**config.mk**
```make
export PLATFORM = sky130hd
export DESIGN_NAME = ptm_alu
export DESIGN_NICKNAME = d
export VERILOG_FILES = /design/src/rtl/ptm_pkg.sv /design/src/rtl/ptm_alu.sv
export SDC_FILE = /design/constraint.sdc
export NUM_CORES = 1
export LEC_CHECK = 0
export BUFFER_PORTS_ARGS = -buffer_cell sky130_fd_sc_hd__buf_4
export CAP_MARGIN = 20
export CORE_MARGIN = 8
export CORE_UTILIZATION = 46
export DETAILED_ROUTE_END_ITERATION = 8
export PLACE_DENSITY_LB_ADDON = 0.1
export SYNTH_ARGS = -nofsm -noshare
export SYNTH_HDL_FRONTEND = slang
export SYNTH_SLANG_ARGS = --single-unit
```
**constraint.sdc**
```tcl
create_clock -name vclk -period 3.6
set_input_delay 0.18 -clock vclk [all_inputs]
set_output_delay 0.18 -clock vclk [all_outputs]
set_load 0.01 [all_outputs]
```
**src/rtl/ptm_pkg.sv**
```systemverilog
// Package for the page table mapper: sizes, codes, entry flags and the
// structs passed between the sequencer, the shared adder and the table store.
// No dependencies.
`default_nettype none

package ptm_pkg;

  localparam int POOL_PAGES  = 16;
  localparam int VPN_W       = 9;
  localparam int ENTRIES     = 1 << VPN_W;
  localparam int PAGE_W      = (POOL_PAGES > 1) ? $clog2(POOL_PAGES) : 1;
  localparam int NF_W        = $clog2(POOL_PAGES + 1);
  localparam int ADDR_W      = PAGE_W + VPN_W;
  localparam int STORE_DEPTH = POOL_PAGES * ENTRIES;

  localparam int ENTRY_W  = 64;
  localparam int MEM_W    = ENTRY_W + 1;
  localparam int PAGE_OFS = 12;
  localparam int VA_W     = 39;
  localparam int BEGIN_W  = 40;
  localparam int PA_W     = 56;
  localparam int LEN_W    = 32;
  localparam int FLAG_W   = 8;
  localparam int STATUS_W = 3;
  localparam int COUNT_W  = 21;
  localparam int PPN_W    = 44;
  localparam int ALU_W    = 56;
  localparam int CFG_W    = 44;
  localparam int CFG_IDX_W = 1;

  localparam logic [BEGIN_W-1:0] VA_LIMIT_RST = 40'h40_0000_0000;

  localparam logic [CFG_IDX_W-1:0] CFG_VA_LIMIT   = 1'b0;
  localparam logic [CFG_IDX_W-1:0] CFG_TABLE_BASE = 1'b1;

  typedef logic [STATUS_W-1:0] status_t;
  localparam status_t ST_OK    = 3'd0;
  localparam status_t ST_BAD   = 3'd1;
  localparam status_t ST_RANGE = 3'd2;
  localparam status_t ST_POOL  = 3'd3;
  localparam status_t ST_REMAP = 3'd4;

  localparam logic [FLAG_W-1:0] F_V = 8'h01;
  localparam logic [FLAG_W-1:0] F_A = 8'h40;
  localparam logic [FLAG_W-1:0] F_D = 8'h80;

  localparam logic ALU_ADD = 1'b0;
  localparam logic ALU_SUB = 1'b1;

  typedef struct packed {
    logic             sub;
    logic [ALU_W-1:0] a;
    logic [ALU_W-1:0] b;
  } alu_req_t;

  typedef struct packed {
    logic             carry;
    logic [ALU_W-1:0] sum;
  } alu_rsp_t;

  typedef struct packed {
    logic              we;
    logic [ADDR_W-1:0] waddr;
    logic [MEM_W-1:0]  wdata;
    logic              re;
    logic [ADDR_W-1:0] raddr;
  } mem_req_t;

  typedef struct packed {
    logic [VA_W-1:0]   virt_addr;
    logic [PA_W-1:0]   phys_addr;
    logic [LEN_W-1:0]  map_length;
    logic [FLAG_W-1:0] perm_flags;
  } map_req_t;

  typedef struct packed {
    status_t            status;
    logic [COUNT_W-1:0] pages_mapped;
  } map_rsp_t;

endpackage

`default_nettype wire

```
**src/rtl/ptm_alu.sv**
```systemverilog
// Shared 56-bit add/subtract unit with carry out, used for the wide sums
// of the mapper and for its limit compare. Depends on ptm_pkg.
`default_nettype none

module ptm_alu import ptm_pkg::*; (
  input  alu_req_t req,
  output alu_rsp_t rsp
);

  logic [ALU_W:0] total;

  assign total = {1'b0, req.a} + {1'b0, req.b ^ {ALU_W{req.sub}}} + (ALU_W + 1)'(req.sub);
  assign rsp.carry = total[ALU_W];
  assign rsp.sum   = total[ALU_W-1:0];

endmodule

`default_nettype wire

```
Word-level counts from Yosys, hierarchy flattened --
Index checks and enable logic that the tools add are counted.
Word-level totals: logic and storage cells 3, register bits 0, input bits 113, output and inout bits 57, memories 0, bits in latches 0, RAM bits 0, memory bits (read-only) 0
Cells by class: shifts and indexed selects 0, mux-type cells 0, bitwise gates (word level) 1, add/sub/neg operators 2, multiply operators 0, $lt $le $gt $ge 0, div/mod/pow operators 0, eq/ne operators 0, reductions and logical operators 0
Operator list (count):
- 56-bit by 56-bit adder with 57-bit output | 1
- 57-bit by 1-bit adder with 57-bit output | 1
- 56-bit XOR | 1

Longest topological paths before layout --
Gate-level depths: netlist of run 1.
depth after elaboration 3, depth in mapped cells 14, gate-level depth less buffers 12

Worst setup path before layout of run 1 --
No wires, ideal clock.
path kind input-to-output, from input req[112] (netlist name), to output rsp[53] (netlist name), stages on the path 13, path slack 0.091 ns, data arrival time 3.329 ns, path buffers 2, data required time 3.420 ns, cell sequence clkbuf_1 -> clkbuf_1 -> xor2_1 -> ha_1 -> nand4_2 -> a2111oi_2 -> o21ai_1 -> a211oi_2 -> o2111ai_2 -> a31oi_4 -> nand2_2 -> o41ai_2 -> xor2_1
RTL lines:
- from (decl) | RTL line ptm_alu.sv:6 | input alu_req_t req,
- to (decl) | RTL line ptm_alu.sv:7 | output alu_rsp_t rsp

==> flow_summary.json, run 1 <==
{
  "status": "finished, final reports clean",
  "power_uw": 1628,
  "synth_xor_area_share_pct": 23.75,
  "syn_nets": 717,
  "fp.dieArea_sq_um": 11700,
  "p_comb_share_pct": 100.0,
  "grt_max_degree": 32,
  "synthAdderAreaFrac_pct": 20.04,
  "yosys_warnings": 0,
  "drc": 0,
  "drive_gt1_share_pct": 30.38,
  "grt.overflow.total": 0,
  "hold_depth": 3,
  "period_share_pct": 96.43,
  "post-route-min-period_ns": 3.472,
  "internal-power_uw": 777.1,
  "regArea_sq_um": 0,
  "p_sw_uw": 850.7,
  "fmax_mhz": 288.1,
  "yosysMostFrequentCell": "xor2_1",
  "fill_cells": 755,
  "pwr-share-clk_pct": 0,
  "worst_pin_slew_ns": 0.5285,
  "grt_pass1_wl_microns": 21100,
  "synth_top_area_share_pct": 19.53,
  "io_buffers": 170,
  "crit_path_max_fanout": 31,
  "nClkBuffers": 0,
  "p_seq_share_pct": 0,
  "synth-seq-area-share_pct": 0,
  "synth.area.mux_share_pct": 0.5122,
  "areaGrowthSynthToFinish_pct": 37.77,
  "wire_per_inst_microns": 16.18,
  "synth_top_cell_by_area": "ha_1",
  "endpoint_kind": "primary output",
  "final_util_pct": 65.54,
  "ios": 170,
  "path_class": "primary input to primary output",
  "netlist-cell-type-count": 62,
  "vias": 4537,
  "sw_frac_of_total_pct": 52.26,
  "seq_cells": 0,
  "p_per_area_nw_per_um2": 302.3,
  "relSlewSlack_pct": 64.55,
  "fin_tns_setup_ns": 0,
  "vias_per_cell": 5.560,
  "grtUsageTotal_pct": 20.85,
  "cp.arrival_ns": 3.29,
  "worst_ep_required_time_ns": 3.42,
  "syn_area_sq_um": 3909,
  "final_hold_viol_count": 0,
  "synth-compound-area-share_pct": 31.53,
  "cp-start-kind": "primary input",
  "syn_area_per_cell_sq_um": 7.212,
  "dp.final_hpwl_microns": 11360,
  "synth_simple_gate_area_share_pct": 19.27,
  "hold_ws_ns": 0.6412,
  "initial_core_util_pct": 47.57,
  "antenna_cells": 0,
  "grt_pass1_vias": 4585,
  "core_sq_um": 8217,
  "dieHeight_microns": 108.2,
  "antenna_found_initial": 0,
  "yosys-top-cells-count": "xor2_1 (76), a21oi_1 (62), ha_1 (61)",
  "ant_nets": 0,
  "synth_top_family_by_area": "compound AO/OA/AOI/OAI gates",
  "drt_wl_total_microns": 13200,
  "dr.pass1.iters": 4,
  "maxCapViolCount": 0,
  "nNetsFinal": 888,
  "drt-initial-drc-count": 139,
  "leakagePower_uw": 0.002621,
  "gp_congestion": 0.8703,
  "fp.dieW_microns": 108.2,
  "final_max_slew_viol_count": 0,
  "rows": 33,
  "irDropWorstVdd_v": 0.0001574,
  "finalSetupViolCount": 0,
  "synthTopCellsByArea": "ha_1 (20%), xor2_1 (17%), a21oi_1 (7.9%)",
  "synthCells": 542,
  "hold_class": "primary input to primary output"
}
[per-stage QoR]
step                cell area [sq um]  setup WS, ns  std cells
floorplan                        3909       0.09087        542
global placement                 5299        0.1454        811
detailed placement               5299       0.07683        811
CTS                              5299       0.07505        811
global route                     5385      -0.04325        816
finish                           5385        0.1285        816
[worst max-delay path, stage by stage]
cell	delay, ns
buf_4	0.11
buf_12	0.22
xor2_1	0.18
ha_2	0.34
a211oi_2	0.28
o21bai_1	0.12
a221oi_2	0.33
a211oi_2	0.11
buf_4	0.17
nor3b_2	0.17
buf_4	0.16
nor2_1	0.07
a31o_2	0.28
a41oi_1	0.24
xnor2_1	0.17
buf_4	0.16
[logic make-up after synthesis]
kind of cell,count (synthesis)
adder cells (fa/ha/maj),62
multiplexers,2
XOR/XNOR,106
buffers and inverters,35
AND/OR/NAND/NOR,152
AO/OA/AOI/OAI,185
[path summary, 6_finish.rpt]
path | end | from | slack [ns]
worst min-delay path | rsp[0] | req[56] | 0.64
worst max-delay path | rsp[39] | req[112] | 0.13
[power groups by stage]
| stage | logic, uW | clock network [uW] | registers [uW] |
|---|---|---|---|
| after floorplan | 960 | 0 | 0 |
| after global placement | 1590 | 0 | 0 |
| after detailed placement | 1590 | 0 | 0 |
| after CTS | 1600 | 0 | 0 |
| after global routing | 1770 | 0 | 0 |
| final | 1630 | 0 | 0 |
[area by class of cell]
cell class / instances / area, sq um / share of cell area, %
inverter: 15 / 56.30 / 1.046
multi-input combinational: 507 / 3762 / 69.87
tap: 105 / 131.4 / 2.440
timing repair buffer: 189 / 1435 / 26.65
[layer usage]
metal	GRT usage [%]	vias to the layer above	share of wire, %
li1	-	2311	-
met1	26.80	2084	45
met2	36.97	140	48
met3	3.569	2	6.9
met4	0.8920	0	0.16
met5	0	-	0
[cell usage in the layout (no fill, tap or decap), drive strengths merged, types with 3 or more instances in the layout]
master / n
nand2: 44
a21o: 22
xor2: 76
a211oi: 9
a31oi: 3
nor2: 36
inv: 15
buf: 189
o21ai: 34
nor2b: 6
nand2b: 10
and4: 3
a21oi: 63
o21a: 8
o31ai: 3
o211ai: 7
xnor2: 30
ha: 61
nand4: 18
o2111ai: 3
nor3: 15
o21bai: 15
and2: 5
nand3: 8
[what timing repair did]
item | in CTS | in global routing
gates resized for setup | 0 | 11
buffers inserted | 0 | 5
hold buffers | 0 | 0
setup endpoints to repair | 0 | 11
(Power assumes the default switching activity.)
==> inputs of run 2 (changes only) <==
--- a/config.mk
+++ b/config.mk
@@ -7,6 +7,7 @@
 export LEC_CHECK = 0
 export BUFFER_PORTS_ARGS = -buffer_cell sky130_fd_sc_hd__buf_4
 export CAP_MARGIN = 20
+export CORE_ASPECT_RATIO = 1.1
 export CORE_MARGIN = 8
 export CORE_UTILIZATION = 46
 export DETAILED_ROUTE_END_ITERATION = 8
==> flow_summary.json, run 2 (same netlist as run 1, synthesis figures left out) <==
{
  "ant_nets": 0,
  "path_class": "primary input to primary output",
  "final_hold_viol_count": 0,
  "regArea_sq_um": 0,
  "wire_per_inst_microns": 15.45,
  "cp-start-kind": "primary input",
  "core_sq_um": 8320,
  "initial_core_util_pct": 46.98,
  "p_per_area_nw_per_um2": 297.5,
  "relSlewSlack_pct": 68.38,
  "drive_gt1_share_pct": 30.39,
  "dr.pass1.iters": 4,
  "finalInstanceArea_sq_um": 5423,
  "antenna_found_initial": 0,
  "dieHeight_microns": 112.7,
  "min_delay_worst_endpoint": "rsp[0]",
  "final_common_cell": "buf_4",
  "endpoint_kind": "primary output",
  "maxCapViolCount": 0,
  "areaGrowthSynthToFinish_pct": 38.73,
  "period_share_pct": 95.14,
  "ios": 170,
  "vias_per_cell": 5.535,
  "grt_max_degree": 25,
  "grtUsageTotal_pct": 20.75,
  "crit_path_max_fanout": 19,
  "io_buffers": 170,
  "top_usage_layer": "met2",
  "drt-initial-drc-count": 137,
  "dp.final_hpwl_microns": 11130,
  "grt_use_met1_pct": 23.79,
  "use_met3_pct": 3.610,
  "drc": 0,
  "drt_wl_total_microns": 12750,
  "post-route-min-period_ns": 3.425,
  "rows": 35,
  "met2_usage_pct": 39.17,
  "seq_cells": 0,
  "fmax_mhz": 292.0,
  "grt.overflow.total": 0,
  "fp.dieArea_sq_um": 11710,
  "cp.arrival_ns": 3.25,
  "min_from": "req[56]",
  "ctsHoldBuffers": 0,
  "grt_pass1_vias": 4764,
  "final_max_slew_viol_count": 0,
  "layout_common_cells": "buf_4 (189), xor2_1 (76), a21oi_1 (61)",
  "hold_class": "primary input to primary output",
  "worst_ep_required_time_ns": 3.42,
  "status": "finished, final reports clean",
  "finalSetupViolCount": 0,
  "dpl-instance-area_sq_um": 5364,
  "worst_pin_slew_ns": 0.4742,
  "fp.dieW_microns": 103.9,
  "nClkBuffers": 0,
  "leakagePower_uw": 0.002638,
  "fin_tns_setup_ns": 0,
  "grt_pass1_wl_microns": 21630,
  "antenna_cells": 0,
  "hold_depth": 3,
  "irDropWorstVdd_v": 0.0001740,
  "vias": 4566,
  "gp_congestion": 0.9155,
  "nNetsFinal": 891
}
[run 2: repair_timing]
| item | 4_1_cts | 5_1_grt |
|---|---|---|
| buffers inserted | 0 | 2 |
| setup endpoints to repair | 0 | 11 |
| resized for setup | 0 | 9 |
[run 2: cell type report]
class | count | area [sq um]
multi-input combinational | 507 | 3757
fill | 771 | 2898
inverter | 15 | 56.30
tap | 111 | 138.9
timing repair buffer | 192 | 1470
[run 2: report_power, final]
| group | internal [uW] | total, uW | switching, uW |
|---|---|---|---|
| registers | 0 | 0 | 0 |
| clock network | 0 | 0 | 0 |
| logic | 780 | 1610 | 834 |
[run 2: worst max-delay path by stage]
stage | start | to | slack (ns)
after floorplan | req[112] | rsp[53] | 0.09
after global placement | req[112] | rsp[55] | 0.09
after CTS | req[112] | rsp[55] | 0.05
after detailed placement | req[112] | rsp[55] | 0.07
final | req[112] | rsp[39] | 0.17
after global routing | req[112] | rsp[39] | -0.01
[run 2: per-stage QoR]
stage / hold WS (ns) / worst slack (ns) / utilization, % / power [uW] / std cells
final: 0.6446 / 0.1750 / 65.17 / 1613 / 825
after floorplan: 0.4360 / 0.09087 / - / 960.2 / 542
after global placement: 0.6447 / 0.09342 / 64.47 / 1585 / 823
after CTS: 0.6445 / 0.04596 / 64.47 / 1606 / 823
after detailed placement: 0.6445 / 0.07485 / 64.47 / 1596 / 823
after global routing: 0.6520 / -0.009830 / 65.17 / 1769 / 825
[run 2: metal layers]
layer | wire (microns) | up-vias
met5 | 0 | -
li1 | - | 2323
met3 | 769 | 21
met2 | 6456 | 150
met1 | 5293 | 2072
met4 | 232 | 0
[run 2: worst max-delay path: stages]
cell	delay, ns
buf_4	0.12
buf_12	0.18
xor2_1	0.18
ha_2	0.34
a211oi_1	0.25
o21bai_1	0.13
a221oi_2	0.29
a211oi_2	0.10
buf_4	0.17
nor3b_4	0.25
buf_4	0.16
nor2_1	0.06
a31o_2	0.27
a41oi_1	0.26
xnor2_1	0.15
buf_4	0.14
==> inputs of run 3 (changes only) <==
==> constraint.sdc (replaced) <==
create_clock -name vclk -period 3.1
set_input_delay 0.155 -clock vclk [all_inputs]
set_output_delay 0.155 -clock vclk [all_outputs]
set_load 0.01 [all_outputs]
==> flow_summary.json, run 3 (same netlist as run 1, synthesis figures left out) <==
{
  "worst_pin_slew_ns": 0.4391,
  "crit_path_max_fanout": 5,
  "finalSetupViolCount": 14,
  "areaGrowthSynthToFinish_pct": 75.06,
  "path_class": "primary input to primary output",
  "layout_common_cells": "buf_4 (313), xor2_1 (68), ha_1 (57)",
  "wire_per_inst_microns": 17.00,
  "endpoint_kind": "primary output",
  "final_max_slew_viol_count": 0,
  "maxCapViolCount": 0,
  "initial_core_util_pct": 46.98,
  "grt.overflow.total": 0,
  "fp.dieW_microns": 103.9,
  "antenna_cells": 0,
  "antenna_found_initial": 0,
  "nClkBuffers": 0,
  "hold_class": "primary input to primary output",
  "final_common_cell": "buf_4",
  "p_per_area_nw_per_um2": 349.5,
  "dr.pass1.iters": 5,
  "seq_cells": 0,
  "use_met3_pct": 3.496,
  "post-route-min-period_ns": 3.285,
  "fill_cells": 570,
  "vias_per_cell": 5.580,
  "power_uw": 2392,
  "dp.final_hpwl_microns": 12970,
  "post-place-ws_ns": -0.3871,
  "nNetsFinal": 1023,
  "relSlewSlack_pct": 70.42,
  "grt_use_met1_pct": 26.41,
  "io_buffers": 170,
  "final_hold_viol_count": 0,
  "cp.arrival_ns": 3.13,
  "gp_congestion": 0.9529,
  "grt_pass1_wl_microns": 24890,
  "grt_max_degree": 20,
  "top_usage_layer": "met2",
  "irDropWorstVdd_v": 0.0002050,
  "hold_ws_ns": 0.5944,
  "rows": 35,
  "grtUsageTotal_pct": 24.43,
  "leakagePower_uw": 0.003370,
  "drt-initial-drc-count": 188,
  "drt_wl_total_microns": 16270,
  "grt_pass1_vias": 5438,
  "drive_gt1_share_pct": 46.69,
  "status": "complete, but fails checks",
  "ant_nets": 0,
  "regArea_sq_um": 0,
  "violations": "negative setup slack",
  "met2_usage_pct": 48.54,
  "ios": 170,
  "finalWorstSetupSlack_ns": -0.1851,
  "dieHeight_microns": 112.7,
  "worst_ep_required_time_ns": 2.94,
  "period_share_pct": 106.0,
  "drc": 0,
  "cp-start-kind": "primary input",
  "ctsHoldBuffers": 0,
  "core_sq_um": 8320,
  "vias": 5340,
  "fp.dieArea_sq_um": 11710,
  "rsz0062_at_grt": "yes",
  "fmax_mhz": 304.4
}
## run 3: where the power goes
group          internal (uW)  total, uW  switching [uW]
Sequential                 0          0               0
Combinational           1230       2390            1170
Clock                      0          0               0
## run 3: metal layers
metal | vias to the layer above | part of all wire (%)
met5 | - | 0
met4 | 0 | 2.2
met3 | 34 | 5.5
met2 | 195 | 55
met1 | 2533 | 38
li1 | 2578 | -
## run 3: metrics by stage
| stage | util, % | std cells | TNS [ns] | cell area [sq um] |
|---|---|---|---|---|
| after detailed placement | 75.20 | 942 | -3.710 | 6257 |
| after CTS | 78.72 | 950 | -1.146 | 6550 |
| after global placement | 75.20 | 942 | -2.937 | 6257 |
| after floorplan | - | 542 | 0 | 3924 |
| after global routing | 82.24 | 957 | -3.637 | 6843 |
| final | 82.24 | 957 | -1.354 | 6843 |
## run 3: final cells by class
class / count / area, sq um / share of cell area, %
inverters: 15 / 56.30 / 0.8228
multi-input cells: 507 / 4111 / 60.08
well taps: 111 / 138.9 / 2.030
repair buffers: 324 / 2536 / 37.06
## run 3: timing repair
action | in CTS | in global routing
gates resized for setup | 39 | 51
endpoints found under the setup margin | 19 | 23
buffers inserted | 6 | 7
cloned | 2 | 0
pin swaps | 30 | 21
## run 3: final timing paths
path | start | to | cells past startpoint
setup / recovery | req[112] | rsp[53] | 15
hold / removal | req[0] | rsp[0] | 3
## run 3: worst max-delay path, stage by stage
cell and delay [ns]:
buf_12 0.12, buf_12 0.14, xor2_1 0.16, ha_1 0.37
nand4_1 0.19, a2111oi_4 0.33, o21ai_2 0.14, a211oi_2 0.26
buf_4 0.19, o2111ai_4 0.14, a31oi_4 0.24, nand2_2 0.11
o41ai_4 0.26, xor2_1 0.18, buf_4 0.14
