## src/rtl/ptm_pkg.sv

```systemverilog
// Package for the page table mapper: sizes, codes, entry flags and the
// structs passed between the sequencer, the shared adder and the table store.
// No dependencies.
`default_nettype none

package ptm_pkg;

  localparam int POOL_PAGES  = 16;
  localparam int VPN_W       = 9;
  localparam int ENTRIES     = 1 << VPN_W;
  localparam int PAGE_W      = (POOL_PAGES > 1) ? $clog2(POOL_PAGES) : 1;
  localparam int NF_W        = $clog2(POOL_PAGES + 1);
  localparam int ADDR_W      = PAGE_W + VPN_W;
  localparam int STORE_DEPTH = POOL_PAGES * ENTRIES;

  localparam int ENTRY_W  = 64;
  localparam int MEM_W    = ENTRY_W + 1;
  localparam int PAGE_OFS = 12;
  localparam int VA_W     = 39;
  localparam int BEGIN_W  = 40;
  localparam int PA_W     = 56;
  localparam int LEN_W    = 32;
  localparam int FLAG_W   = 8;
  localparam int STATUS_W = 3;
  localparam int COUNT_W  = 21;
  localparam int PPN_W    = 44;
  localparam int ALU_W    = 56;
  localparam int CFG_W    = 44;
  localparam int CFG_IDX_W = 1;

  localparam logic [BEGIN_W-1:0] VA_LIMIT_RST = 40'h40_0000_0000;

  localparam logic [CFG_IDX_W-1:0] CFG_VA_LIMIT   = 1'b0;
  localparam logic [CFG_IDX_W-1:0] CFG_TABLE_BASE = 1'b1;

  typedef logic [STATUS_W-1:0] status_t;
  localparam status_t ST_OK    = 3'd0;
  localparam status_t ST_BAD   = 3'd1;
  localparam status_t ST_RANGE = 3'd2;
  localparam status_t ST_POOL  = 3'd3;
  localparam status_t ST_REMAP = 3'd4;

  localparam logic [FLAG_W-1:0] F_V = 8'h01;
  localparam logic [FLAG_W-1:0] F_A = 8'h40;
  localparam logic [FLAG_W-1:0] F_D = 8'h80;

  localparam logic ALU_ADD = 1'b0;
  localparam logic ALU_SUB = 1'b1;

  typedef struct packed {
    logic             sub;
    logic [ALU_W-1:0] a;
    logic [ALU_W-1:0] b;
  } alu_req_t;

  typedef struct packed {
    logic             carry;
    logic [ALU_W-1:0] sum;
  } alu_rsp_t;

  typedef struct packed {
    logic              we;
    logic [ADDR_W-1:0] waddr;
    logic [MEM_W-1:0]  wdata;
    logic              re;
    logic [ADDR_W-1:0] raddr;
  } mem_req_t;

  typedef struct packed {
    logic [VA_W-1:0]   virt_addr;
    logic [PA_W-1:0]   phys_addr;
    logic [LEN_W-1:0]  map_length;
    logic [FLAG_W-1:0] perm_flags;
  } map_req_t;

  typedef struct packed {
    status_t            status;
    logic [COUNT_W-1:0] pages_mapped;
  } map_rsp_t;

endpackage

`default_nettype wire

```

## src/rtl/ptm_seq.sv

```systemverilog
// Sequencer of the mapper: clearing pass, parameter check, per-page walk,
// allocation and leaf write, wide sums in the shared adder. Depends on ptm_pkg.
`default_nettype none

module ptm_seq import ptm_pkg::*; (
  input  logic               clk,
  input  logic               rst,
  input  logic               in_valid,
  output logic               in_ready,
  input  map_req_t           in_item,
  output logic               out_valid,
  input  logic               out_ready,
  output map_rsp_t           out_item,
  input  logic [BEGIN_W-1:0] va_limit,
  input  logic [PPN_W-1:0]   table_base,
  output mem_req_t           mem,
  input  logic [MEM_W-1:0]   rdata,
  output alu_req_t           alu_req,
  input  alu_rsp_t           alu_rsp
);

  localparam logic [2:0] S_CLEAR  = 3'd0;
  localparam logic [2:0] S_IDLE   = 3'd1;
  localparam logic [2:0] S_LIMIT  = 3'd2;
  localparam logic [2:0] S_READ   = 3'd3;
  localparam logic [2:0] S_EVAL   = 3'd4;
  localparam logic [2:0] S_ADV_VA = 3'd5;
  localparam logic [2:0] S_ADV_PA = 3'd6;
  localparam logic [2:0] S_DONE   = 3'd7;

  localparam logic [ALU_W-1:0] PAGE_BYTES = ALU_W'(1) << PAGE_OFS;
  localparam logic [ALU_W-1:0] PAGE_MASK  = PAGE_BYTES - ALU_W'(1);

  logic [2:0]          state, state_next;
  logic [ADDR_W-1:0]   clr_addr, clr_addr_next;
  logic [NF_W-1:0]     next_free, next_free_next;
  logic [BEGIN_W-1:0]  begin_va, begin_va_next;
  logic [PA_W-1:0]     pa, pa_next;
  logic [FLAG_W-1:0]   flags, flags_next;
  logic [COUNT_W-1:0]  total, total_next;
  logic [COUNT_W-1:0]  count, count_next;
  logic [PAGE_W-1:0]   page, page_next;
  logic [1:0]          level, level_next;
  status_t             status, status_next;

  logic [VPN_W-1:0]    vpn;
  logic [ADDR_W-1:0]   slot;
  logic                page_alloc;
  logic                page_alloc_after;
  logic                eff_v;
  logic                pool_full;
  logic [PPN_W-1:0]    rel;
  logic                stale;
  logic                bad;
  logic [COUNT_W-1:0]  count_inc;

  always_comb begin
    unique case (level)
      2'd2:    vpn = begin_va[PAGE_OFS + 2*VPN_W +: VPN_W];
      2'd1:    vpn = begin_va[PAGE_OFS + VPN_W +: VPN_W];
      default: vpn = begin_va[PAGE_OFS +: VPN_W];
    endcase
  end

  assign slot             = {page, vpn};
  assign page_alloc       = NF_W'(page) < next_free;
  assign page_alloc_after = NF_W'(page) <= next_free;
  assign eff_v            = rdata[0] & (rdata[MEM_W-1] == page_alloc);
  assign pool_full        = next_free == NF_W'(POOL_PAGES);
  assign rel              = alu_rsp.sum[PPN_W-1:0];
  assign stale            = rel >= PPN_W'(POOL_PAGES);
  assign count_inc        = count + COUNT_W'(1);
  assign bad = (in_item.map_length == '0) || (in_item.virt_addr[PAGE_OFS-1:0] != '0) ||
               (in_item.phys_addr[PAGE_OFS-1:0] != '0);

  always_comb begin
    alu_req.sub = ALU_ADD;
    alu_req.a   = '0;
    alu_req.b   = '0;
    unique case (state)
      S_IDLE: begin
        alu_req.a = ALU_W'(in_item.map_length);
        alu_req.b = PAGE_MASK;
      end
      S_LIMIT: begin
        alu_req.sub = ALU_SUB;
        alu_req.a   = ALU_W'(begin_va);
        alu_req.b   = ALU_W'(va_limit);
      end
      S_EVAL: begin
        if (eff_v) begin
          alu_req.sub = ALU_SUB;
          alu_req.a   = ALU_W'(rdata[PPN_W+9:10]);
          alu_req.b   = ALU_W'(table_base);
        end else begin
          alu_req.a = ALU_W'(table_base);
          alu_req.b = ALU_W'(next_free);
        end
      end
      S_ADV_VA: begin
        alu_req.a = ALU_W'(begin_va);
        alu_req.b = PAGE_BYTES;
      end
      S_ADV_PA: begin
        alu_req.a = pa;
        alu_req.b = PAGE_BYTES;
      end
      default: begin
        alu_req.a = '0;
      end
    endcase
  end

  always_comb begin
    mem.we    = 1'b0;
    mem.waddr = slot;
    mem.wdata = '0;
    mem.re    = 1'b0;
    mem.raddr = slot;
    unique case (state)
      S_CLEAR: begin
        mem.we    = 1'b1;
        mem.waddr = clr_addr;
      end
      S_READ: begin
        mem.re = 1'b1;
      end
      S_EVAL: begin
        if (level != 2'd0) begin
          mem.we    = !eff_v && !pool_full;
          mem.wdata = {page_alloc_after, 10'b0, rel ^ rel ^ alu_rsp.sum[PPN_W-1:0],
                       2'b0, F_V};
        end else begin
          mem.we    = !eff_v;
          mem.wdata = {page_alloc, 10'b0, pa[PA_W-1:PAGE_OFS], 2'b0,
                       flags | F_V | F_A | F_D};
        end
      end
      default: begin
        mem.we = 1'b0;
      end
    endcase
  end

  always_comb begin
    state_next     = state;
    clr_addr_next  = clr_addr;
    next_free_next = next_free;
    begin_va_next  = begin_va;
    pa_next        = pa;
    flags_next     = flags;
    total_next     = total;
    count_next     = count;
    page_next      = page;
    level_next     = level;
    status_next    = status;
    in_ready       = 1'b0;
    out_valid      = 1'b0;
    unique case (state)
      S_CLEAR: begin
        clr_addr_next = clr_addr + ADDR_W'(1);
        if (clr_addr == ADDR_W'(STORE_DEPTH - 1)) begin
          state_next = S_IDLE;
        end
      end
      S_IDLE: begin
        in_ready = 1'b1;
        if (in_valid) begin
          begin_va_next = BEGIN_W'(in_item.virt_addr);
          pa_next       = in_item.phys_addr;
          flags_next    = in_item.perm_flags;
          total_next    = alu_rsp.sum[PAGE_OFS +: COUNT_W];
          count_next    = '0;
          if (bad) begin
            status_next = ST_BAD;
            state_next  = S_DONE;
          end else begin
            state_next = S_LIMIT;
          end
        end
      end
      S_LIMIT: begin
        if (alu_rsp.carry) begin
          status_next = ST_RANGE;
          state_next  = S_DONE;
        end else begin
          level_next = 2'd2;
          page_next  = '0;
          state_next = S_READ;
        end
      end
      S_READ: begin
        state_next = S_EVAL;
      end
      S_EVAL: begin
        if (level != 2'd0) begin
          if (eff_v) begin
            if (stale) begin
              status_next = ST_POOL;
              state_next  = S_DONE;
            end else begin
              page_next  = rel[PAGE_W-1:0];
              level_next = level - 2'd1;
              state_next = S_READ;
            end
          end else if (pool_full) begin
            status_next = ST_POOL;
            state_next  = S_DONE;
          end else begin
            page_next      = next_free[PAGE_W-1:0];
            next_free_next = next_free + NF_W'(1);
            level_next     = level - 2'd1;
            state_next     = S_READ;
          end
        end else if (eff_v) begin
          status_next = ST_REMAP;
          state_next  = S_DONE;
        end else begin
          count_next = count_inc;
          if (count_inc == total) begin
            status_next = ST_OK;
            state_next  = S_DONE;
          end else begin
            state_next = S_ADV_VA;
          end
        end
      end
      S_ADV_VA: begin
        begin_va_next = alu_rsp.sum[BEGIN_W-1:0];
        state_next    = S_ADV_PA;
      end
      S_ADV_PA: begin
        pa_next    = alu_rsp.sum[PA_W-1:0];
        state_next = S_LIMIT;
      end
      S_DONE: begin
        out_valid = 1'b1;
        if (out_ready) begin
          state_next = S_IDLE;
        end
      end
      default: begin
        state_next = S_IDLE;
      end
    endcase
  end

  assign out_item.status       = status;
  assign out_item.pages_mapped = count;

  always_ff @(posedge clk) begin
    if (rst) begin
      state     <= S_CLEAR;
      clr_addr  <= '0;
      next_free <= NF_W'(1);
    end else begin
      state     <= state_next;
      clr_addr  <= clr_addr_next;
      next_free <= next_free_next;
    end
    begin_va <= begin_va_next;
    pa       <= pa_next;
    flags    <= flags_next;
    total    <= total_next;
    count    <= count_next;
    page     <= page_next;
    level    <= level_next;
    status   <= status_next;
  end

endmodule

`default_nettype wire

```

## config.mk

```make
export PLATFORM = sky130hd
export DESIGN_NAME = ptm_seq
export DESIGN_NICKNAME = d
export VERILOG_FILES = /design/src/rtl/ptm_pkg.sv /design/src/rtl/ptm_seq.sv
export SDC_FILE = /design/constraint.sdc
export NUM_CORES = 1
export LEC_CHECK = 0
export ABC_AREA = 0
export BUFFER_PORTS_ARGS = -buffer_cell sky130_fd_sc_hd__buf_2
export CAP_MARGIN = 10
export CORE_AREA = 2 2 226 228
export CTS_BUF_LIST = sky130_fd_sc_hd__clkbuf_4 sky130_fd_sc_hd__clkbuf_8
export CTS_CLUSTER_SIZE = 30
export DETAILED_ROUTE_END_ITERATION = 10
export DIE_AREA = 0 0 228 230
export SETUP_SLACK_MARGIN = 0.2
export SKIP_LAST_GASP = 1
export SYNTH_ARGS = -nofsm -noshare
export SYNTH_HDL_FRONTEND = slang
export SYNTH_SLANG_ARGS = --single-unit
```

## constraint.sdc

```tcl
create_clock -name clk -period 3.97 [get_ports clk]
set_input_delay 0.397 -clock clk [delete_from_list [all_inputs] [get_ports clk]]
set_output_delay 0.397 -clock clk [all_outputs]
set_load 0.05 [all_outputs]
```

# --- Yosys cells after proc, flatten, opt, wreduce, memory -nomap -nowiden ---
# Index checks and enable logic that the tools add are counted.
word_totals:
  reg_bits: 174
  inputBits: 345
op_classes:
  n_addsub: 4
  n_lt_le_gt_ge: 3
  n_eq_ne: 27
  mux: 56
  n_bitwise: 5
  n_reduce_logical: 25
op_table:
  columns: ["op", "count"]
  rows:
  - ["one-hot mux 56 bit (4 select lines)", 2]
  - ["2-to-1 mux 65 bit", 2]
  - ["one-hot mux 56 bit (2 select lines)", 1]
  - ["2-to-1 mux 100 bit", 1]
  - ["bitwise XOR 44 bit", 2]
  - ["one-hot mux 40 bit (2 select lines)", 1]
  - ["2-to-1 mux 21 bit", 3]
  - ["2-to-1 mux 56 bit", 1]
  - ["2-to-1 mux 3 bit", 18]
  - [">= comparator 44 x 5 -> 1 bit, second input constant", 1]
  - ["one-hot mux 21 bit (2 select lines)", 1]
  - ["2-to-1 mux 40 bit", 1]
  - ["zero test 32 bit", 1]
  - ["one-hot mux 3 bit (8 select lines)", 1]
  - ["nonzero test 12 bit", 2]
  - ["adder 21 x 1 -> 21 bit, second input constant", 1]
  - ["== test 21 bit", 1]
  - ["2-to-1 mux 4 bit", 5]
  - ["inequality test 2 bit, second input constant", 9]
  - ["one-hot mux 9 bit (2 select lines)", 1]
  - ["2-to-1 mux 2 bit", 7]
  - ["adder 13 x 1 -> 13 bit, second input constant", 1]
  - ["== test 13 bit, second input constant", 1]
  - ["2-to-1 mux 13 bit", 1]
  - ["other kinds (32)", 55]

# --- Depth between registers and ports, before layout ---
# Gate-level depths: netlist of the first run.
logic_depth:
  word_depth: 7
  ltp_mapped: 11

# --- Worst setup path after synthesis of the first run ---
# OpenSTA, ideal clock, no wires.
synth_timing:
  kind: "reg2out"
  start: "register page[3]"
  end: "output port alu_req[4] (netlist name)"
  t_arrival_ns: 3.354
  path_slack_ns: 0.219
  path_stages_with_launch: 10
  cell_sequence: "edfxtp_1 -> ha_1 -> nand3_1 -> o221a_2 -> nor3_1 -> o21a_1 -> clkbuf_1 -> buf_2 -> mux2i_1 -> o21ai_0"
synth_lines:
  columns: ["item", "line", "text"]
  rows:
  - ["start, declared", "ptm_seq.sv:42", "logic [PAGE_W-1:0] page, page_next;"]
  - ["start signal, assigned", "ptm_seq.sv:266", "page <= page_next;"]
  - ["end, declared", "ptm_seq.sv:18", "output alu_req_t alu_req,"]

==> key figures, run 1 <==
Yosys
  – Number of enable flip-flop cells after synthesis: 152
  – Cells after Synth: between 1k and 1.5k
  – Proportion of netlist area held by the largest area contributor: 37.7%
  – Async SR Flop Fraction: 0%
  – Most instantiated library cell after synthesis: sky130_fd_sc_hd__nand2_1
  – Dominant cells by area after synthesis: sky130_fd_sc_hd__edfxtp_1 38%, sky130_fd_sc_hd__mux2i_1 11%, sky130_fd_sc_hd__nand2_1 9.9%
  – Number of library cell types mapped by synthesis: 66
  – Cell types with the highest counts after synthesis: 318 x sky130_fd_sc_hd__nand2_1, 152 x sky130_fd_sc_hd__edfxtp_1, 131 x sky130_fd_sc_hd__mux2i_1
  – Number of synthesized register bits: ~170
  – Synth Area per Inst: a little under 9 um2
  – Library cell occupying the most area in the post-synthesis netlist: sky130_fd_sc_hd__edfxtp_1
  – Ys flop type: sky130_fd_sc_hd__edfxtp_1
  – Portion of the post-synthesis area used by sequential elements: 41.2%
  – Number of warnings reported in the yosys synthesis log: 0
  – Post-synthesis instance area: 12100 um2

Detailed routing
  – DRC violations left: 0
  – Iteration-0 DRC count of the detailed router: 1058
  – Via density per instance: 5.11
  – Average detailed-routed wire length per instance: approximately 27 um
  – Detailed-route wire length: slightly below 70 mm
  – Post-route ant nets: 0
  – Router iterations before antenna repair: 5
  – Via count: between 10k and 15k

Timing
  – Number of max-slew violations in the final report: 0
  – Minimum setup slack in the final design: 0.332 ns
  – Fraction of the cycle the final worst path needs: 91.6%
  – Setup TNS: 0 ns
  – Setup-violating endpoint count in the final report: 0
  – Worst relative slew slack: 38.5%
  – Unrepaired setup endpoints after global routing: true
  – Setup clock skew after layout: between 0.03 and 0.04 ns
  – Post-layout min period: 3.64 ns
  – Measured slew at the worst slew-check pin: 0.922 ns
  – Maximum clock rate: 275 MHz
  – Number of failing hold endpoints at the final stage: 0

Power and ir drop
  – Power Density: roughly 630 nW/um2
  – Total chip power: 10.2 mW
  – VDD IR max: 0.255 mV
  – Static Leakage: 7.12 nW

Run status
  – Run status: completed

Worst setup path
  – Setup crit end kind: primary output
  – Arrival time worst endpoint: 3.24 ns
  – CP Max Fanout: 16
  – Kind of launch point of the worst setup path: register
  – Worst Path Class, Setup: reg -> out
  – End of the worst register-to-register path: status[2]
  – Number of cell instances on the worst register-to-register path: 9
  – Worst EP required: 3.57 ns
  – Beginning of the worst register-to-register path: count[1]
  – Cell chain of the critical path: inv_1, ha_1, nand3_1, o221a_4, o21a_2, o21a_4, buf_12, mux2i_4, o221ai_1, buf_4
  – Highest cell delay on the worst timing path: 0.35 ns
  – Slowest cell on crit path: sky130_fd_sc_hd__dfxtp_2
  – Worst setup slack for register-to-register paths: around 0.46 ns

Run
  – Number of max-cap violations: 0

Place
  – Total instance count after detailed placement: 2498
  – DP Wirelength: about 53 mm
  – Number of port buffers: 530
  – GPL Wtd Cong: 1.07
  – Pre-CTS setup slack: 0.399 ns
  – Placed instance area: 15500 um2

Cells and area
  – Number of fill cells: roughly 5.4k
  – Final std cell area, no fill: roughly 16000 um2
  – P&R area growth vs syn: 34.7%
  – Post-layout net count: 2215
  – Ratio of cells with drive above 1 in the final layout: 38.5%
  – Final instance count without filler cells: 2547

GRT
  – Gr busiest metal: met2
  – Maximum number of pins on one net before global-route repair: 84
  – Total congestion overflow: 0
  – Initial antenna violation count: 4
  – Global-route wire length before repair: 94.6 mm
  – Met3 track utilization from global routing: under 10%
  – Met1 track demand over resource: between 30% and 40%
  – Global-route track usage on met2: 42.0%
  – Total GRT Usage: 25.2%
  – Number of global-route vias before repair: approximately 13k

Min path
  – Worst Hold Endpoint: pa[48]
  – Tightest Hold Check Type: in -> reg
  – Hold path start: alu_rsp[48]
  – Cells on Worst Hold Path: 3

Clocking
  – Clock Root Buffer: sky130_fd_sc_hd__clkbuf_8
  – Clock latency of the later-clocked register in the worst-skew pair: 0.58 ns
  – Maximum buffer depth of the clock tree: 2
  – Clock transition time at the flip-flop clock pins of the worst setup and hold paths: 0.12 ns
  – CTS buffer count: 17
  – Number of H-tree levels: 4
  – Sinks on the clock net: 173
  – CTS tree: done

Die
  – Total number of placement rows: 82
  – Count of pins on the block boundary: between 500 and 600
  – Placeable core area: between 40000 and 50000 um2
  – Effective utilization at floorplan: 24.3%
  – Die Footprint: 52400 um2
  – Die Y-Extent: 230 um
  – Die X-Extent: around 230 um
==> layout by cell type, fill, tap and decap left out, types with 6 or more instances in the layout <==
cell,netlist,routed
sky130_fd_sc_hd__a21oi_1,47,46
sky130_fd_sc_hd__a221o_1,8,8
sky130_fd_sc_hd__a22o_1,27,27
sky130_fd_sc_hd__a22oi_1,9,9
sky130_fd_sc_hd__and2_1,6,6
sky130_fd_sc_hd__and3_1,22,22
sky130_fd_sc_hd__buf_12,0,7
sky130_fd_sc_hd__buf_2,4,512
sky130_fd_sc_hd__buf_4,28,52
sky130_fd_sc_hd__clkbuf_8,1,17
sky130_fd_sc_hd__conb_1,1,24
sky130_fd_sc_hd__dfxtp_1,21,18
sky130_fd_sc_hd__edfxtp_1,152,152
sky130_fd_sc_hd__ha_1,11,10
sky130_fd_sc_hd__inv_1,22,22
sky130_fd_sc_hd__mux2_2,14,14
sky130_fd_sc_hd__mux2i_1,131,111
sky130_fd_sc_hd__mux2i_2,0,12
sky130_fd_sc_hd__mux2i_4,0,8
sky130_fd_sc_hd__nand2_1,318,313
sky130_fd_sc_hd__nand3_1,25,25
sky130_fd_sc_hd__nand4_1,20,20
sky130_fd_sc_hd__nor2_1,123,117
sky130_fd_sc_hd__nor3_1,9,7
sky130_fd_sc_hd__nor4_1,28,28
sky130_fd_sc_hd__o211ai_1,35,35
sky130_fd_sc_hd__o21ai_0,32,26
sky130_fd_sc_hd__o21ai_1,1,6
sky130_fd_sc_hd__o221ai_1,34,31
sky130_fd_sc_hd__or2_2,33,33
sky130_fd_sc_hd__or3_1,6,6
sky130_fd_sc_hd__xnor2_1,30,30
sky130_fd_sc_hd__xor2_1,18,18
==> critical path: cells and delay by family, from the launching register on <==
family / cells / cell delay [ns]
muxes: 1 / 0.21
buffers and inverters: 3 / 0.54
and+or+nand+nor: 1 / 0.11
adders and majority gates: 1 / 0.31
DFF: 1 / 0.35
AOI/OAI and AO/OA: 4 / 1.13
==> sequential cells by signal (all words and copies together), names as in the netlist <==
register   flops
begin_va      40
clr_addr      13
count         21
flags          5
level          2
next_free      5
pa            56
page           4
state          3
status         3
total         21
==> through the flow <==
stage	util [%]	hold slack, ns
2_1_floorplan	-	0.463
3_5_place_dp	31.0	0.516
6_report	32.7	0.0768
5_1_grt	32.7	0.0430
3_3_place_gp	31.0	0.498
4_1_cts	32.4	0.0183
==> final cells by class <==
class | count | area, um2 | area share (%)
multi-input cells | 1062 | 6780 | 41.6
flip-flops and latches | 173 | 4990 | 30.6
repair buffers | 582 | 3220 | 19.7
well taps | 672 | 841 | 5.16
clock buffers | 17 | 234 | 1.43
clock inverters | 15 | 149 | 0.913
inverters | 23 | 86.3 | 0.529
diodes | 3 | 7.51 | 0.0460
==> timing repair <==
item / 4_1_cts / 5_1_grt
gates resized for setup: 33 / 49
hold endpoints to repair: 5 / 0
pin swaps: 2 / 3
cloned: 1 / 0
hold buffers: 5 / 0
buffers inserted: 2 / 5
endpoints found under the setup margin: 69 / 65
==> report_power, final <==
group | internal (mW) | switching, mW | total (mW)
registers | 2.38 | 0.378 | 2.76
logic | 1.67 | 4.50 | 6.16
clock network | 0.463 | 0.841 | 1.30
total | 4.51 | 5.72 | 10.2
==> cell families (layout without fill, tap and decap cells) <==
group	Yosys count	in the layout	share of synthesized area (%)
adders and majority gates	11	11	1.14
DFF	173	173	41.2
xor gates and xnor gates	48	48	3.47
and+or+nand+nor	616	616	23.1
muxes	145	145	12.1
buffers and inverters	148	637	6.01
AOI/OAI and AO/OA	218	218	12.9
other	1	27	0.0310
==> worst max path at each step <==
stage / from / endpoint / slack (ns) / cells after the start
3_3_place_gp: count[3] / status[2] / 0.47 / 8
3_5_place_dp: count[3] / status[2] / 0.40 / 8
2_1_floorplan: page[3] / alu_req[4] / 0.22 / 9
5_1_grt: next_free[3] / alu_req[95] / 0.17 / 11
6_report: next_free[2] / alu_req[80] / 0.33 / 10
4_1_cts: page[3] / alu_req[95] / 0.15 / 10
==> metal layers <==
layer / routed length [um] / part of all wire (%) / vias up
li1: - / - / 5853
met1: 28400 / 42 / 6394
met2: 32300 / 48 / 667
met3: 4200 / 6.2 / 107
met4: 2760 / 4.1 / 4
met5: 24 / 0.035 / -
Note: power is estimated with default switching activity, not from simulation.
==> run 2: changes to the inputs <==
--- a/config.mk
+++ b/config.mk
@@ -13,7 +13,7 @@
 export CTS_CLUSTER_SIZE = 30
 export DETAILED_ROUTE_END_ITERATION = 10
 export DIE_AREA = 0 0 228 230
-export SETUP_SLACK_MARGIN = 0.2
+export PLACE_DENSITY = 0.55
 export SKIP_LAST_GASP = 1
 export SYNTH_ARGS = -nofsm -noshare
 export SYNTH_HDL_FRONTEND = slang
==> key figures, run 2 (synthesized netlist as in run 1, its figures left out) <==
Worst setup path
  – Setup crit end kind: primary output
  – Arrival time worst endpoint: 3.44 ns
  – Worst Path Class, Setup: reg -> out
  – Kind of launch point of the worst setup path: register
  – Top delay family on crit path: compound AO/OA/AOI/OAI gates
  – Worst EP required: 3.57 ns
  – CP Max Fanout: 25
  – Highest cell delay on the worst timing path: about 0.48 ns
  – Slowest cell on crit path: sky130_fd_sc_hd__edfxtp_1
  – Cell chain of the critical path: ha_1, nand3_1, o221a_2, nor3_1, buf_4, o21a_4, buf_12, mux2i_2, o221ai_1, buf_2
  – Critical path buffer and inverter count: 3

Detailed routing
  – Average detailed-routed wire length per instance: 26.5 um
  – Router iterations before antenna repair: 5
  – Detailed-route wire length: 67.4 mm
  – Post-route ant nets: 0
  – DRC violations left: 0
  – Iteration-0 DRC count of the detailed router: a little under 1k
  – Via density per instance: 5.05
  – Via count: 12.9k

Place
  – Number of port buffers: 530
  – DP Wirelength: 53.1 mm
  – Pre-CTS setup slack: between 0.15 and 0.2 ns
  – GPL Wtd Cong: about 1
  – Total instance count after detailed placement: 2501

Run status
  – Run status: completed

Power and ir drop
  – VDD IR max: between 0.2 and 0.25 mV
  – Power Density: 629 nW/um2
  – Static Leakage: ~7 nW

Cells and area
  – Footprint of the multi-input gates: 6620 um2
  – Largest register by flop count: pa
  – Most frequent standard cell in the layout excluding fill and tap cells: sky130_fd_sc_hd__buf_2
  – Highest-count cells in the layout ignoring fill and taps: 529 x sky130_fd_sc_hd__buf_2, 313 x sky130_fd_sc_hd__nand2_1, 152 x sky130_fd_sc_hd__edfxtp_1
  – Final instance count without filler cells: 2547
  – Largest registers: pa (56), begin_va (40)
  – P&R area growth vs syn: 32.3%
  – Ratio of cells with drive above 1 in the final layout: 37.3%
  – Util after Layout: 32.1%
  – Storage element area: 4990 um2
  – Post-layout net count: about 2.2k
  – Flip-flop count of the largest register after layout: 56
  – Number of fill cells: 5371

Die
  – Die Y-Extent: 230 um
  – Die X-Extent: 228 um
  – Die Footprint: 52400 um2
  – Placeable core area: 49900 um2
  – Count of pins on the block boundary: 577
  – Effective utilization at floorplan: 24.3%
  – Total number of placement rows: 82

Min path
  – Tightest Hold Check Type: in -> reg

Run
  – Number of max-cap violations: 0

Clocking
  – CTS tree: done
  – Number of H-tree levels: 4
  – Sinks on the clock net: ~170
  – Clock Root Buffer: sky130_fd_sc_hd__clkbuf_8
  – CTS buffer count: 17
  – Maximum buffer depth of the clock tree: 2
  – Clock transition time at the flip-flop clock pins of the worst setup and hold paths: 0.10 ns
  – Clock latency of the later-clocked register in the worst-skew pair: 0.54 ns

Timing
  – Setup TNS: 0 ns
  – Worst slack on hold paths: 0.0577 ns
  – Number of max-slew violations in the final report: 0
  – Unrepaired setup endpoints after global routing: true
  – Measured slew at the worst slew-check pin: ~1.1 ns
  – Fraction of the cycle the final worst path needs: 96.6%
  – Number of failing hold endpoints at the final stage: 0
  – Setup clock skew after layout: 0.0359 ns
  – Maximum clock rate: 261 MHz
  – Setup-violating endpoint count in the final report: 0
  – Minimum setup slack in the final design: 0.137 ns
  – Worst relative slew slack: 27.1%
  – Post-layout min period: 3.83 ns

GRT
  – Number of global-route vias before repair: 12.8k
  – Initial antenna violation count: 15
  – Total congestion overflow: 0
  – Maximum number of pins on one net before global-route repair: 57
  – Total GRT Usage: 24.9%
  – Global-route wire length before repair: 93.7 mm
[run 2: changes by cell type in the layout (fill, tap and decap cells not counted), moves of 6 or more]
cell | before | now
sky130_fd_sc_hd__buf_4 | 52 | 42
sky130_fd_sc_hd__buf_2 | 512 | 529
sky130_fd_sc_hd__mux2i_1 | 111 | 125
sky130_fd_sc_hd__mux2i_4 | 8 | 0
sky130_fd_sc_hd__mux2i_2 | 12 | 6
[run 2: path summary, 6_finish.rpt]
check / from / end / slack [ns] / cells after the start
worst min-delay path: in_item[2] / flags[2] / 0.06 / 1
worst max-delay path: page[3] / alu_req[63] / 0.14 / 10
worst max register to register: count[1] / status[0] / 0.34 / 9
worst min register to register: clr_addr[12] / clr_addr[12] / 0.52 / 2
[run 2: layer usage]
metal  vias to the layer above  routed length, um  GRT usage (%)
li1                       5850                  -              -
met3                        76               4450           4.38
met2                       627              33400           43.6
met5                         -                 54              0
met4                         8               1710           7.88
met1                      6303              27800           31.1
[run 2: timing repair]
action / in CTS / in global routing
pin swaps: 0 / 1
hold buffers: 3 / 0
resized for setup: 7 / 4
endpoints found under the setup margin: 40 / 44
gates cloned: 1 / 0
buffers inserted: 0 / 4
endpoints found under the hold margin: 3 / 0
[run 2: worst reg2reg max path, cell delays in order, from the launching register on]
cell and delay, ns:
sky130_fd_sc_hd__edfxtp_1 0.59, sky130_fd_sc_hd__ha_1 0.29, sky130_fd_sc_hd__nand4_1 0.20, sky130_fd_sc_hd__or4_2 0.65
sky130_fd_sc_hd__xor2_1 0.19, sky130_fd_sc_hd__xnor2_1 0.15, sky130_fd_sc_hd__a2111oi_2 0.39, sky130_fd_sc_hd__nand4_1 0.26
sky130_fd_sc_hd__buf_4 0.22, sky130_fd_sc_hd__a31oi_1 0.33
[run 2: where the power goes]
part / switching (mW) / total [mW] / internal [mW]
registers: 0.370 / 2.75 / 2.38
clock network: 0.870 / 1.35 / 0.478
logic: 4.44 / 5.98 / 1.55
total: 5.68 / 10.1 / 4.41
[run 2: per-stage QoR]
stage | total power, mW | instance area, um2
floorplan | 6.79 | 12200
global placement | 8.73 | 15500
detailed placement | 8.76 | 15500
CTS | 10.2 | 15900
global route | 10.5 | 16000
finish | 10.1 | 16000
[run 2: cell type report]
| class | count | share of cell area (%) |
|---|---|---|
| Inverter | 23 | 0.539 |
| Sequential cell | 173 | 31.1 |
| Tap cell | 672 | 5.25 |
| Timing Repair Buffer | 578 | 19.1 |
| Clock inverter | 15 | 1.09 |
| Clock buffer | 17 | 1.46 |
| Multi-Input combinational cell | 1063 | 41.3 |
| Antenna cell | 6 | 0.0937 |
